===== config.mk =====
export PLATFORM = sky130hd
export DESIGN_NAME = distance_weighted_field_interpolator
export DESIGN_NICKNAME = d
export VERILOG_FILES = /design/src/design/dwfi_pkg.sv /design/src/design/distance_weighted_field_interpolator.sv /design/src/design/dwfi_datapath.sv /design/src/design/dwfi_ctrl.sv
export SDC_FILE = /design/constraint.sdc
export NUM_CORES = 2
export LEC_CHECK = 0
export BUFFER_PORTS_ARGS = -buffer_cell sky130_fd_sc_hd__buf_2
export CAP_MARGIN = 20
export CORE_MARGIN = 5
export CORE_UTILIZATION = 60
export CTS_CLUSTER_SIZE = 25
export DETAILED_ROUTE_END_ITERATION = 12
export PLACE_DENSITY = 0.77
export RECOVER_POWER = 100
export SYNTH_ARGS = -nofsm -noshare
export SYNTH_HDL_FRONTEND = slang
export SYNTH_SLANG_ARGS = --single-unit

===== constraint.sdc =====
create_clock -name clk -period 21.1 [get_ports clk]
set_input_delay 3.165 -clock clk [delete_from_list [all_inputs] [get_ports clk]]
set_output_delay 3.165 -clock clk [all_outputs]
set_load 0.01 [all_outputs]

===== src/design/dwfi_pkg.sv =====
// Shared types and constants for the distance-weighted field interpolator.
// No dependencies.
package dwfi_pkg;

    localparam int PosW  = 16;
    localparam int FldW  = 20;
    localparam int D2W   = 35;
    localparam int TotW  = 37;
    localparam int WsW   = 53;
    localparam int OutW  = 20;
    localparam int DivW  = 54;
    localparam int DivCntW = 6;

    localparam logic [1:0] ST_OK       = 2'd0;
    localparam logic [1:0] ST_ZERO     = 2'd1;
    localparam logic [1:0] ST_OVERFLOW = 2'd2;

    // Controller to datapath commands.
    typedef struct packed {
        logic set_query;
        logic load_d;      // register per-axis differences
        logic sq_step;     // square one axis (axis_sel)
        logic mac_step;    // multiply d2 by one field component
        logic [1:0] axis_sel;
        logic commit;      // add d2 into the totals
        logic div_start;   // load divider for axis_sel
        logic div_step;
        logic div_store;   // store field sum minus quotient for axis_sel
        logic clear;
    } dwfi_cmd_t;

    // Datapath to controller status.
    typedef struct packed {
        logic       total_zero;
        logic       div_done;
    } dwfi_stat_t;

endpackage


===== src/design/distance_weighted_field_interpolator.sv =====
// Top level of the distance-weighted field interpolator.
// Depends on dwfi_pkg, dwfi_ctrl and dwfi_datapath.
//
// Input channel (in_valid/in_ready): a request with req_type 0 stores the
// query point and clears the element sums; req_type 1 carries one vertex.
// A vertex goes through three squaring steps and three multiply-accumulate
// steps through one multiplier each. On the vertex marked last, one
// restoring divider works through the three axes in turn; an element
// overflow or a zero total skips the division.
// Output channel (out_valid/out_ready): out_x/y/z and status hold until the
// result is taken; a stalled receiver holds the block, which takes no new
// request meanwhile. Vertices beyond MAX_VERTICES are dropped and flag
// status 2. Reset clears the query point and all sums; the block is ready
// as soon as reset is released.
module distance_weighted_field_interpolator
    import dwfi_pkg::*;
#(
    parameter int MAX_VERTICES = 8
)
(
    input  logic               clk,
    input  logic               rst_n,
    input  logic               in_valid,
    output logic               in_ready,
    input  logic               req_type,
    input  logic signed [15:0] pos_x,
    input  logic signed [15:0] pos_y,
    input  logic signed [15:0] pos_z,
    input  logic signed [15:0] fld_x,
    input  logic signed [15:0] fld_y,
    input  logic signed [15:0] fld_z,
    input  logic               last_vertex,
    output logic               out_valid,
    input  logic               out_ready,
    output logic signed [19:0] out_x,
    output logic signed [19:0] out_y,
    output logic signed [19:0] out_z,
    output logic [1:0]         status
);

    dwfi_cmd_t  cmd;
    dwfi_stat_t stat;
    logic       zero_out;
    logic signed [OutW-1:0] res_x, res_y, res_z;

    dwfi_ctrl #(.MAX_VERTICES(MAX_VERTICES)) u_ctrl (
        .clk(clk), .rst_n(rst_n), .in_valid(in_valid), .in_ready(in_ready),
        .req_type(req_type), .last_vertex(last_vertex),
        .out_valid(out_valid), .out_ready(out_ready), .status(status),
        .zero_out(zero_out), .stat(stat), .cmd(cmd)
    );

    dwfi_datapath u_dp (
        .clk(clk), .rst_n(rst_n), .cmd(cmd),
        .pos_x(pos_x), .pos_y(pos_y), .pos_z(pos_z),
        .fld_x(fld_x), .fld_y(fld_y), .fld_z(fld_z),
        .stat(stat), .res_x(res_x), .res_y(res_y), .res_z(res_z)
    );

    assign out_x = zero_out ? '0 : res_x;
    assign out_y = zero_out ? '0 : res_y;
    assign out_z = zero_out ? '0 : res_z;

endmodule


===== src/design/dwfi_datapath.sv =====
// Datapath: query storage, per-vertex squared distance, accumulators, and a
// restoring divider shared by the three axes. Depends on dwfi_pkg.
module dwfi_datapath
    import dwfi_pkg::*;
(
    input  logic                   clk,
    input  logic                   rst_n,
    input  dwfi_cmd_t              cmd,
    input  logic signed [15:0]     pos_x,
    input  logic signed [15:0]     pos_y,
    input  logic signed [15:0]     pos_z,
    input  logic signed [15:0]     fld_x,
    input  logic signed [15:0]     fld_y,
    input  logic signed [15:0]     fld_z,
    output dwfi_stat_t             stat,
    output logic signed [OutW-1:0] res_x,
    output logic signed [OutW-1:0] res_y,
    output logic signed [OutW-1:0] res_z
);

    logic signed [PosW-1:0] query_reg [3];
    logic signed [FldW-1:0] fsum_reg [3];
    logic signed [WsW-1:0]  wsum_reg [3];
    logic [TotW-1:0]        total_reg;
    logic signed [PosW:0]   diff_reg [3];
    logic signed [PosW-1:0] fld_reg [3];
    logic [D2W-1:0]         d2_reg;
    logic [DivW-1:0]        rem_reg;
    logic [DivW-1:0]        quo_reg;
    logic                   neg_reg;
    logic [DivCntW-1:0]     cnt_reg;
    logic signed [OutW-1:0] res_reg [3];

    logic signed [PosW:0]   dsel;
    logic signed [2*PosW+1:0] sq;
    logic signed [PosW-1:0] fsel;
    logic signed [WsW-1:0]  wsel;
    logic [DivW-1:0]        rem_sh;
    logic [DivW-1:0]        wabs;
    logic signed [OutW-1:0] qs;

    assign dsel = diff_reg[cmd.axis_sel];
    assign sq   = dsel * dsel;
    assign fsel = fld_reg[cmd.axis_sel];
    assign wsel = wsum_reg[cmd.axis_sel];
    assign wabs = wsel[WsW-1] ? DivW'(-(54'(signed'(wsel)))) : DivW'(wsel);
    assign rem_sh = {rem_reg[DivW-2:0], quo_reg[DivW-1]};
    assign qs = neg_reg ? -OutW'(quo_reg) : OutW'(quo_reg);

    always_ff @(posedge clk or negedge rst_n)
    begin
        if (!rst_n)
        begin
            for (int i = 0; i < 3; i++)
            begin
                query_reg[i] <= '0;
                fsum_reg[i]  <= '0;
                wsum_reg[i]  <= '0;
            end
            total_reg <= '0;
            cnt_reg   <= '0;
        end
        else
        begin
            if (cmd.set_query)
            begin
                query_reg[0] <= pos_x;
                query_reg[1] <= pos_y;
                query_reg[2] <= pos_z;
            end
            if (cmd.clear)
            begin
                for (int i = 0; i < 3; i++)
                begin
                    fsum_reg[i] <= '0;
                    wsum_reg[i] <= '0;
                end
                total_reg <= '0;
            end
            if (cmd.commit)
            begin
                total_reg <= total_reg + TotW'(d2_reg);
                for (int i = 0; i < 3; i++)
                    fsum_reg[i] <= fsum_reg[i] + FldW'(fld_reg[i]);
            end
            if (cmd.mac_step)
                wsum_reg[cmd.axis_sel] <= wsel
                    + WsW'($signed({1'b0, d2_reg}) * fsel);
            if (cmd.div_start)
                cnt_reg <= DivCntW'(DivW);
            else if (cmd.div_step && cnt_reg != '0)
                cnt_reg <= cnt_reg - 1'b1;
        end
    end

    always_ff @(posedge clk)
    begin
        if (cmd.load_d)
        begin
            diff_reg[0] <= 17'(pos_x) - 17'(query_reg[0]);
            diff_reg[1] <= 17'(pos_y) - 17'(query_reg[1]);
            diff_reg[2] <= 17'(pos_z) - 17'(query_reg[2]);
            fld_reg[0]  <= fld_x;
            fld_reg[1]  <= fld_y;
            fld_reg[2]  <= fld_z;
            d2_reg      <= '0;
        end
        else if (cmd.sq_step)
            d2_reg <= d2_reg + D2W'(unsigned'(sq));
        if (cmd.div_start)
        begin
            rem_reg <= '0;
            quo_reg <= wabs;
            neg_reg <= wsel[WsW-1];
        end
        else if (cmd.div_step && cnt_reg != '0)
        begin
            if (rem_sh >= DivW'(total_reg))
            begin
                rem_reg <= rem_sh - DivW'(total_reg);
                quo_reg <= {quo_reg[DivW-2:0], 1'b1};
            end
            else
            begin
                rem_reg <= rem_sh;
                quo_reg <= {quo_reg[DivW-2:0], 1'b0};
            end
        end
        if (cmd.div_store)
            res_reg[cmd.axis_sel] <= OutW'(fsum_reg[cmd.axis_sel]) - qs;
    end

    assign stat.total_zero = (total_reg == '0);
    assign stat.div_done   = (cnt_reg == '0);
    assign res_x = res_reg[0];
    assign res_y = res_reg[1];
    assign res_z = res_reg[2];

endmodule


===== src/design/dwfi_ctrl.sv =====
// Controller state machine: sequences vertex accumulation, the three
// divisions and the result handshake. Depends on dwfi_pkg.
module dwfi_ctrl
    import dwfi_pkg::*;
#(
    parameter int MAX_VERTICES = 8
)
(
    input  logic       clk,
    input  logic       rst_n,
    input  logic       in_valid,
    output logic       in_ready,
    input  logic       req_type,
    input  logic       last_vertex,
    output logic       out_valid,
    input  logic       out_ready,
    output logic [1:0] status,
    output logic       zero_out,
    input  dwfi_stat_t stat,
    output dwfi_cmd_t  cmd
);

    typedef enum logic [2:0] {
        S_IDLE, S_SQ, S_MAC, S_CHECK, S_DLOAD, S_DRUN, S_OUT
    } state_t;

    state_t     state_reg, state_next;
    logic [1:0] axis_reg, axis_next;
    logic [3:0] count_reg, count_next;
    logic       ovf_reg, ovf_next;
    logic       last_reg, last_next;
    logic [1:0] status_reg, status_next;
    logic       acc;

    assign in_ready  = (state_reg == S_IDLE);
    assign out_valid = (state_reg == S_OUT);
    assign status    = status_reg;
    assign zero_out  = (status_reg != ST_OK);
    assign acc       = in_valid && in_ready;

    always_comb
    begin
        state_next  = state_reg;
        axis_next   = axis_reg;
        count_next  = count_reg;
        ovf_next    = ovf_reg;
        last_next   = last_reg;
        status_next = status_reg;
        cmd         = '0;
        cmd.axis_sel = axis_reg;
        case (state_reg)
            S_IDLE:
            begin
                if (acc)
                begin
                    if (!req_type)
                    begin
                        cmd.set_query = 1'b1;
                        cmd.clear     = 1'b1;
                        count_next    = '0;
                        ovf_next      = 1'b0;
                    end
                    else
                    begin
                        last_next = last_vertex;
                        axis_next = '0;
                        if (count_reg >= 4'(MAX_VERTICES))
                        begin
                            ovf_next   = 1'b1;
                            state_next = last_vertex ? S_CHECK : S_IDLE;
                        end
                        else
                        begin
                            cmd.load_d = 1'b1;
                            count_next = count_reg + 1'b1;
                            state_next = S_SQ;
                        end
                    end
                end
            end
            S_SQ:
            begin
                cmd.sq_step = 1'b1;
                if (axis_reg == 2'd2)
                begin
                    axis_next  = '0;
                    state_next = S_MAC;
                end
                else
                    axis_next = axis_reg + 1'b1;
            end
            S_MAC:
            begin
                cmd.mac_step = 1'b1;
                if (axis_reg == 2'd2)
                begin
                    cmd.commit = 1'b1;
                    axis_next  = '0;
                    state_next = last_reg ? S_CHECK : S_IDLE;
                end
                else
                    axis_next = axis_reg + 1'b1;
            end
            S_CHECK:
            begin
                axis_next = '0;
                if (ovf_reg)
                begin
                    status_next = ST_OVERFLOW;
                    state_next  = S_OUT;
                end
                else if (stat.total_zero)
                begin
                    status_next = ST_ZERO;
                    state_next  = S_OUT;
                end
                else
                begin
                    status_next = ST_OK;
                    state_next  = S_DLOAD;
                end
            end
            S_DLOAD:
            begin
                cmd.div_start = 1'b1;
                state_next    = S_DRUN;
            end
            S_DRUN:
            begin
                cmd.div_step = 1'b1;
                if (stat.div_done)
                begin
                    cmd.div_store = 1'b1;
                    if (axis_reg == 2'd2)
                        state_next = S_OUT;
                    else
                    begin
                        axis_next  = axis_reg + 1'b1;
                        state_next = S_DLOAD;
                    end
                end
            end
            S_OUT:
            begin
                if (out_ready)
                begin
                    cmd.clear  = 1'b1;
                    count_next = '0;
                    ovf_next   = 1'b0;
                    state_next = S_IDLE;
                end
            end
            default: state_next = S_IDLE;
        endcase
    end

    always_ff @(posedge clk or negedge rst_n)
    begin
        if (!rst_n)
        begin
            state_reg  <= S_IDLE;
            axis_reg   <= '0;
            count_reg  <= '0;
            ovf_reg    <= 1'b0;
            last_reg   <= 1'b0;
            status_reg <= ST_OK;
        end
        else
        begin
            state_reg  <= state_next;
            axis_reg   <= axis_next;
            count_reg  <= count_next;
            ovf_reg    <= ovf_next;
            last_reg   <= last_next;
            status_reg <= status_next;
        end
    end

endmodule


# [Yosys cells after proc, flatten, opt, wreduce, memory -nomap -nowiden]
# Memory sizes are Yosys's and may differ from the RTL's.
# Index checks and enable logic that the tools add are counted.
[classes] n_addsub=16 mul=2 magnitude_cmp=4 n_eq_ne=16 muxes=76 bitwise_logic=1 n_reduce_logical=18
[op_table] op="$mux 159" n=2
[op_table] op="$mux 53" n=4
[op_table] op="$mux 54" n=3
[op_table] op="$bwmux 159" n=1
[op_table] op="$mux 20" n=6
[op_table] op="$mux 60" n=2
[op_table] op="$bmux 53 s2" n=1
[op_table] op="$demux 53 s2" n=1
[op_table] op="$mux 37" n=2
[op_table] op="$add 20x16->20" n=3
[op_table] op="$ge 54x37->1" n=1
[op_table] op="$neg 53->54" n=1
[op_table] op="$add 53x52->53" n=1
[op_table] op="$sub 53x37->53" n=1
[op_table] op="$mul 36x16->52" n=1
[op_table] op="$sub 16x16->17" n=3
[op_table] op="$bmux 20 s2" n=1
[op_table] op="$add 37x35->37" n=1
[op_table] op="$logic_not 37->1" n=1
[op_table] op="$add 35x34->35" n=1
[op_table] op="$mul 17x17->34" n=1
[op_table] op="$mux 2" n=13
[op_table] op="$mux 3" n=8
[op_table] op="$mux 1" n=21
[op_table] op="other kinds (33)" n=53
[totals] regBits=466 ram_bits=159 inputBits=102 memories=3
[memory_table] memory="u_dp.res_reg" depth=3 width=20 read_ports=3 rd_clocked_by_memory_dff=0 write_ports=1 line="dwfi_datapath.sv:32" text="logic signed [OutW-1:0] res_reg [3];"
[memory_table] memory="u_dp.diff_reg" depth=3 width=17 read_ports=1 rd_clocked_by_memory_dff=0 write_ports=3 line="dwfi_datapath.sv:25" text="logic signed [PosW:0] diff_reg [3];"
[memory_table] memory="u_dp.fld_reg" depth=3 width=16 read_ports=4 rd_clocked_by_memory_dff=0 write_ports=3 line="dwfi_datapath.sv:26" text="logic signed [PosW-1:0] fld_reg [3];"

# [Longest topological paths before layout]
[depth] word_depth=7 ltp_mapped=45

# [Modules after synthesis]
# From an unflattened synthesis, not the netlist that was laid out.
[hier_totals] hier_cells=7224 hier_area_um2=66591.4
[modules_own_cells] mod="dwfi_datapath" n_inst=1 cells_each=7063 area_per_inst_um2=65297.6 seq_area_each_um2=15945.3
[modules_own_cells] mod="dwfi_ctrl" n_inst=1 cells_each=95 area_per_inst_um2=888.4 seq_area_each_um2=325.3
[modules_own_cells] mod="distance_weighted_field_interpolator" n_inst=1 cells_each=66 area_per_inst_um2=405.4 seq_area_each_um2=0.0

# [Worst setup path before layout]
# No wires, ideal clock.
[synth_timing] path_kind="register to register" start="register u_ctrl.axis_reg[0]" end="register u_dp.d2_reg[31]" setup_time_ns=0.074 arrival_time_ns=10.001 t_required_ns=21.026 path_slack_ns=11.025 path_stages_with_launch=43 synth_period_minus_slack_ns=10.075 path_cell_list="dfrtp_1 -> buf_6 -> buf_6 -> buf_6 -> buf_6 -> buf_2 -> buf_2 -> buf_2 -> mux2i_1 -> o21a_1 -> clkbuf_1 -> clkinv_1 -> nand2_1 -> inv_1 -> fa_1 -> inv_1 -> fa_1 -> fa_1 -> [... 7 more ...] -> or2_2 -> o311a_1 -> a31oi_1 -> o31ai_1 -> o21a_1 -> or2_2 -> xor2_1 -> ha_1 -> nand4_1 -> o31ai_1 -> a21oi_1 -> a21bo_2 -> nand4_1 -> o21ai_0 -> a21o_1 -> a21oi_1 -> or4b_2 -> a31oi_1"
[synth_between] elab_chain_len=3
[synth_lines] element="start, declared" line="dwfi_ctrl.sv:28" text="logic [1:0] axis_reg, axis_next;"
[synth_lines] element="start signal, assigned" line="dwfi_ctrl.sv:171" text="axis_reg <= axis_next;"
[synth_lines] element="$mem_v2 3x17"
[synth_lines] element="$mul 17x17->34" line="dwfi_datapath.sv:43" text="assign sq = dsel * dsel;"
[synth_lines] element="$add 35x34->35" line="dwfi_datapath.sv:109" text="d2_reg <= d2_reg + D2W'(unsigned'(sq));"
[synth_lines] element="end signal, assigned" line="dwfi_datapath.sv:109"
[synth_lines] element="end, declared" line="dwfi_datapath.sv:27" text="logic [D2W-1:0] d2_reg;"
# No other way between the ends.
# A chain may end at the register's enable or synchronous reset.

# [Worst setup path in the final report]
[layout_timing] start="register u_ctrl.axis_reg[1]" end="register u_dp.wsum_reg[51] in the netlist's numbering"
[layout_between] elab_chain_len=7 elab_cells_between_ends=14 classes_between="1 x add/sub; 1 x mul; 2 x order compare; 7 x mux; 1 x bitwise; 1 x reduce/logical; 1 x memory"
[layout_lines] element="parallel branches: the longest is 5 deep, another holds $add 53x52->53"
[layout_lines] element="$bwmux 159 (*)" line="dwfi_datapath.sv:87" text="wsum_reg[cmd.axis_sel] <= wsel"
[layout_lines] element="$mux 159 (*)" line="dwfi_datapath.sv:86" text="if (cmd.mac_step)"
[layout_lines] element="end signal, assigned by index" line="dwfi_datapath.sv:87"
[layout_lines] element="end, declared" line="dwfi_datapath.sv:23" text="logic signed [WsW-1:0] wsum_reg [3];"
# Every way passes the cells marked *. The select of a mux whose other input is x is not followed.

==> flow_summary.toml <==
[status]
outcome = "finished with violations"
violations = "capacitance limit, slew limit"

[cells_and_area]
regArea_sq_um = 16300
fin_area_sq_um = 71000
drive_gt1_share_pct = 5.81
multi_input_area_sq_um = 44900
area_growth_pct = 7.19
fillCellCount = 9085
final_cell_mix = "inv_1, nand2_1, fa_1, o21ai_0, ha_1"
final_nets = 8636
fin_util_pct = 64.4
finalNonFillerCells = 8812
largest_reg_flops = 159
layout_commonest_cell = "inv_1"

[clock_network]
cts_resized = 0
numCtsBuffers = 74
cts_max_level = 3
post_cts_buffers = 0
cts_tree = "yes"
clockRootBuffer = "clkbuf_16"
clock_latency_ps = 660
numClockSinks = 625
cts.clk_slew.worst_paths_ps = 70
hold_buffers = 0
ctsLongestPathBuffers = 3

[logic_synthesis]
synth-seq-area-share_pct = 24.6
syn_avg_cell_area_sq_um = 9.16
ys_types = 92
synth_area_sq_um = 66300
synth_top_area_cell = "fa_1"
ys.flop_type = "dfrtp_1"
async_reset_ff_share_pct = 51.7
synth_top_area_share_pct = 23.9
synth_edf_count = 214
synthCells = 7235
ys_top_cells_by_area = "fa_1, dfrtp_1, edfxtp_1"
ys_warn_count = 0
ys_ff_latch = 625
synth_nets = 8613

[drt]
wl_mm = 180
wl_per_cell_um = 20.4
final_antenna_net_count = 0
routed_via_density = 5.97
drc = 0
drt_iter0_drc = 4530
vias = 52600
firstDrtPassIters = 6

[placed_design]
gp_congestion = 0.941
dp_slack_ps = 10810
io_buffer_count = 165
placed_cell_area_sq_um = 68600
dp.cells = 8665
hpwlAfterDp_mm = 135

[timing]
setup_tns_ps = 0
rsz0062_at_grt = "no"
relSlewSlack_pct = -352
fin_crit_ps = 14860
max_freq_mhz = 67.3
timing.final.crit_share_pct = 70.4
setup_viol = 0
worstMarginPinSlew_ps = 6780
clock-skew-final_ps = 25.4
slew_viol_final = 1221
setup_ws_ps = 6240
hold_violations = 0

[worst_setup_path]
crit_path_start_kind = "register"
cpMaxStageDelayCell = "clkbuf_1"
critPathMaxStageDelay_ps = 2640
crit_type = "reg -> reg"
rr_worst_depth = 28
worstPathArrival_ps = 15190
end_kind = "register"
path_common_cell = "inv_1"
crit_buf_inv = 9
r2r_start = "u_ctrl.axis_reg[1]"
r2r_slack_ps = 6240
critical-path-top-delay-family = "buffers and inverters"
r2r_end = "u_dp.wsum_reg[51]"
cp_max_fo = 69
crit_required_ps = 21430

[floorplanning]
die_y_um = 342
die_w_um = 342
initial_core_util_pct = 60.1
row_count = 122
io_pins = 166
die_area_sq_um = 117000
coreArea_sq_um = 110000

[power]
power.density_nw_per_um2 = 37.6
ir_drop_mv = 0.0621
p_leak_nw = 34.5

[global_routing]
grt_usage_pct = 30.9
grt_first_pass_wirelength_mm = 289
grt_overflow = 0
grt_pass1_vias = 53800
antenna_found_initial = 6
grt_max_degree = 117

[hold_path]
hold_path.startpoint = "u_dp.wsum_reg[138]"
min_path_cells = 2
hold_class = "reg -> reg"
holdPathEnd = "u_dp.wsum_reg[138]"

[job]
maxCapViolCount = 24
where the power goes:
part	switching, mW	internal (mW)	total, mW
logic	0.0292	0.0147	0.0440
registers	0.000178	1.25	1.25
clock network	0.568	0.808	1.38
cell type report:
cell class / count / area share, %
clock inverter: 39 / 0.831
clock buffer: 99 / 2.84
inverter: 1055 / 5.58
timing repair buffer: 258 / 2.01
sequential: 625 / 22.9
tap: 1488 / 2.62
multi-input combinational: 5244 / 63.2
antenna: 4 / 0.0141
Yosys cell counts (9+ instances only):
library cell	n
o31ai_1	31
and2_1	129
o21a_1	50
a21boi_0	16
o2bb2ai_1	27
a22o_1	72
nor3_1	84
a31oi_1	39
o41ai_1	11
dfrtp_1	323
fa_1	790
a211oi_1	41
nand2b_1	50
xor2_1	132
a21o_1	116
o211ai_1	24
inv_1	1048
nor2_1	323
xnor2_1	224
o22ai_1	10
buf_1	20
o2111ai_1	9
nand4_1	32
nand2_1	891
o21ai_1	17
o21ai_0	505
nor2b_1	160
o21bai_1	42
mux2i_1	126
a21oi_1	309
or3_1	29
buf_2	11
a41oi_1	10
clkbuf_1	272
dfxtp_1	88
ha_1	486
and3_1	36
edfxtp_1	214
or2_2	49
a2111oi_0	14
nor4_1	22
nand3_1	207
a32oi_1	10
stage by stage:
| stage | power (mW) | hold WS (ps) |
|---|---|---|
| 2_1_floorplan | 1.29 | 445 |
| 3_3_place_gp | 1.32 | 463 |
| 3_5_place_dp | 1.32 | 469 |
| 4_1_cts | 2.69 | 482 |
| 5_1_grt | 2.74 | 499 |
| 6_report | 2.67 | 479 |
metal layers:
layer,routed length [um],share of wire [%],global-route usage (%),up-vias
met5,11,0.0061,0,-
met4,8600,4.8,12.5,2
met3,14800,8.2,4.93,552
met2,84100,47,50.2,2330
met1,72300,40,41.7,25900
li1,-,-,-,23900
kinds of logic (layout without fill, tap and decap cells):
kind of cell	Yosys count	count (layout)	share of synthesized area (%)
buf+inv	1366	1451	7.84
fa+ha+maj	1276	1276	33.0
other cells	0	4	0
mux	134	134	2.04
xor+xnor	356	356	4.71
flops	625	625	24.6
compound gates	1413	1413	13.2
simple gates	2065	2065	14.6
worst register-to-register path: cells and delay by family, from the launching register on:
| kind | cells | cell delay (ps) |
|---|---|---|
| adders and majority gates | 7 | 2420 |
| DFF | 1 | 950 |
| AOI/OAI and AO/OA | 9 | 3000 |
| and+or+nand+nor | 2 | 1980 |
| xor gates and xnor gates | 1 | 280 |
| buffers and inverters | 9 | 5920 |
worst max-delay path by stage:
stage,from,end,slack [ps],cells past startpoint
3_3_place_gp,u_ctrl.axis_reg[0],u_dp.d2_reg[33],11070,34
4_1_cts,u_ctrl.axis_reg[0],u_dp.d2_reg[33],10770,34
3_5_place_dp,u_ctrl.axis_reg[0],u_dp.d2_reg[33],10810,34
6_report,u_ctrl.axis_reg[1],u_dp.wsum_reg[51],6240,28
5_1_grt,u_ctrl.axis_reg[1],u_dp.wsum_reg[51],5570,28
2_1_floorplan,u_ctrl.axis_reg[0],u_dp.d2_reg[31],11030,42
Note: power is estimated with default switching activity, not from simulation.
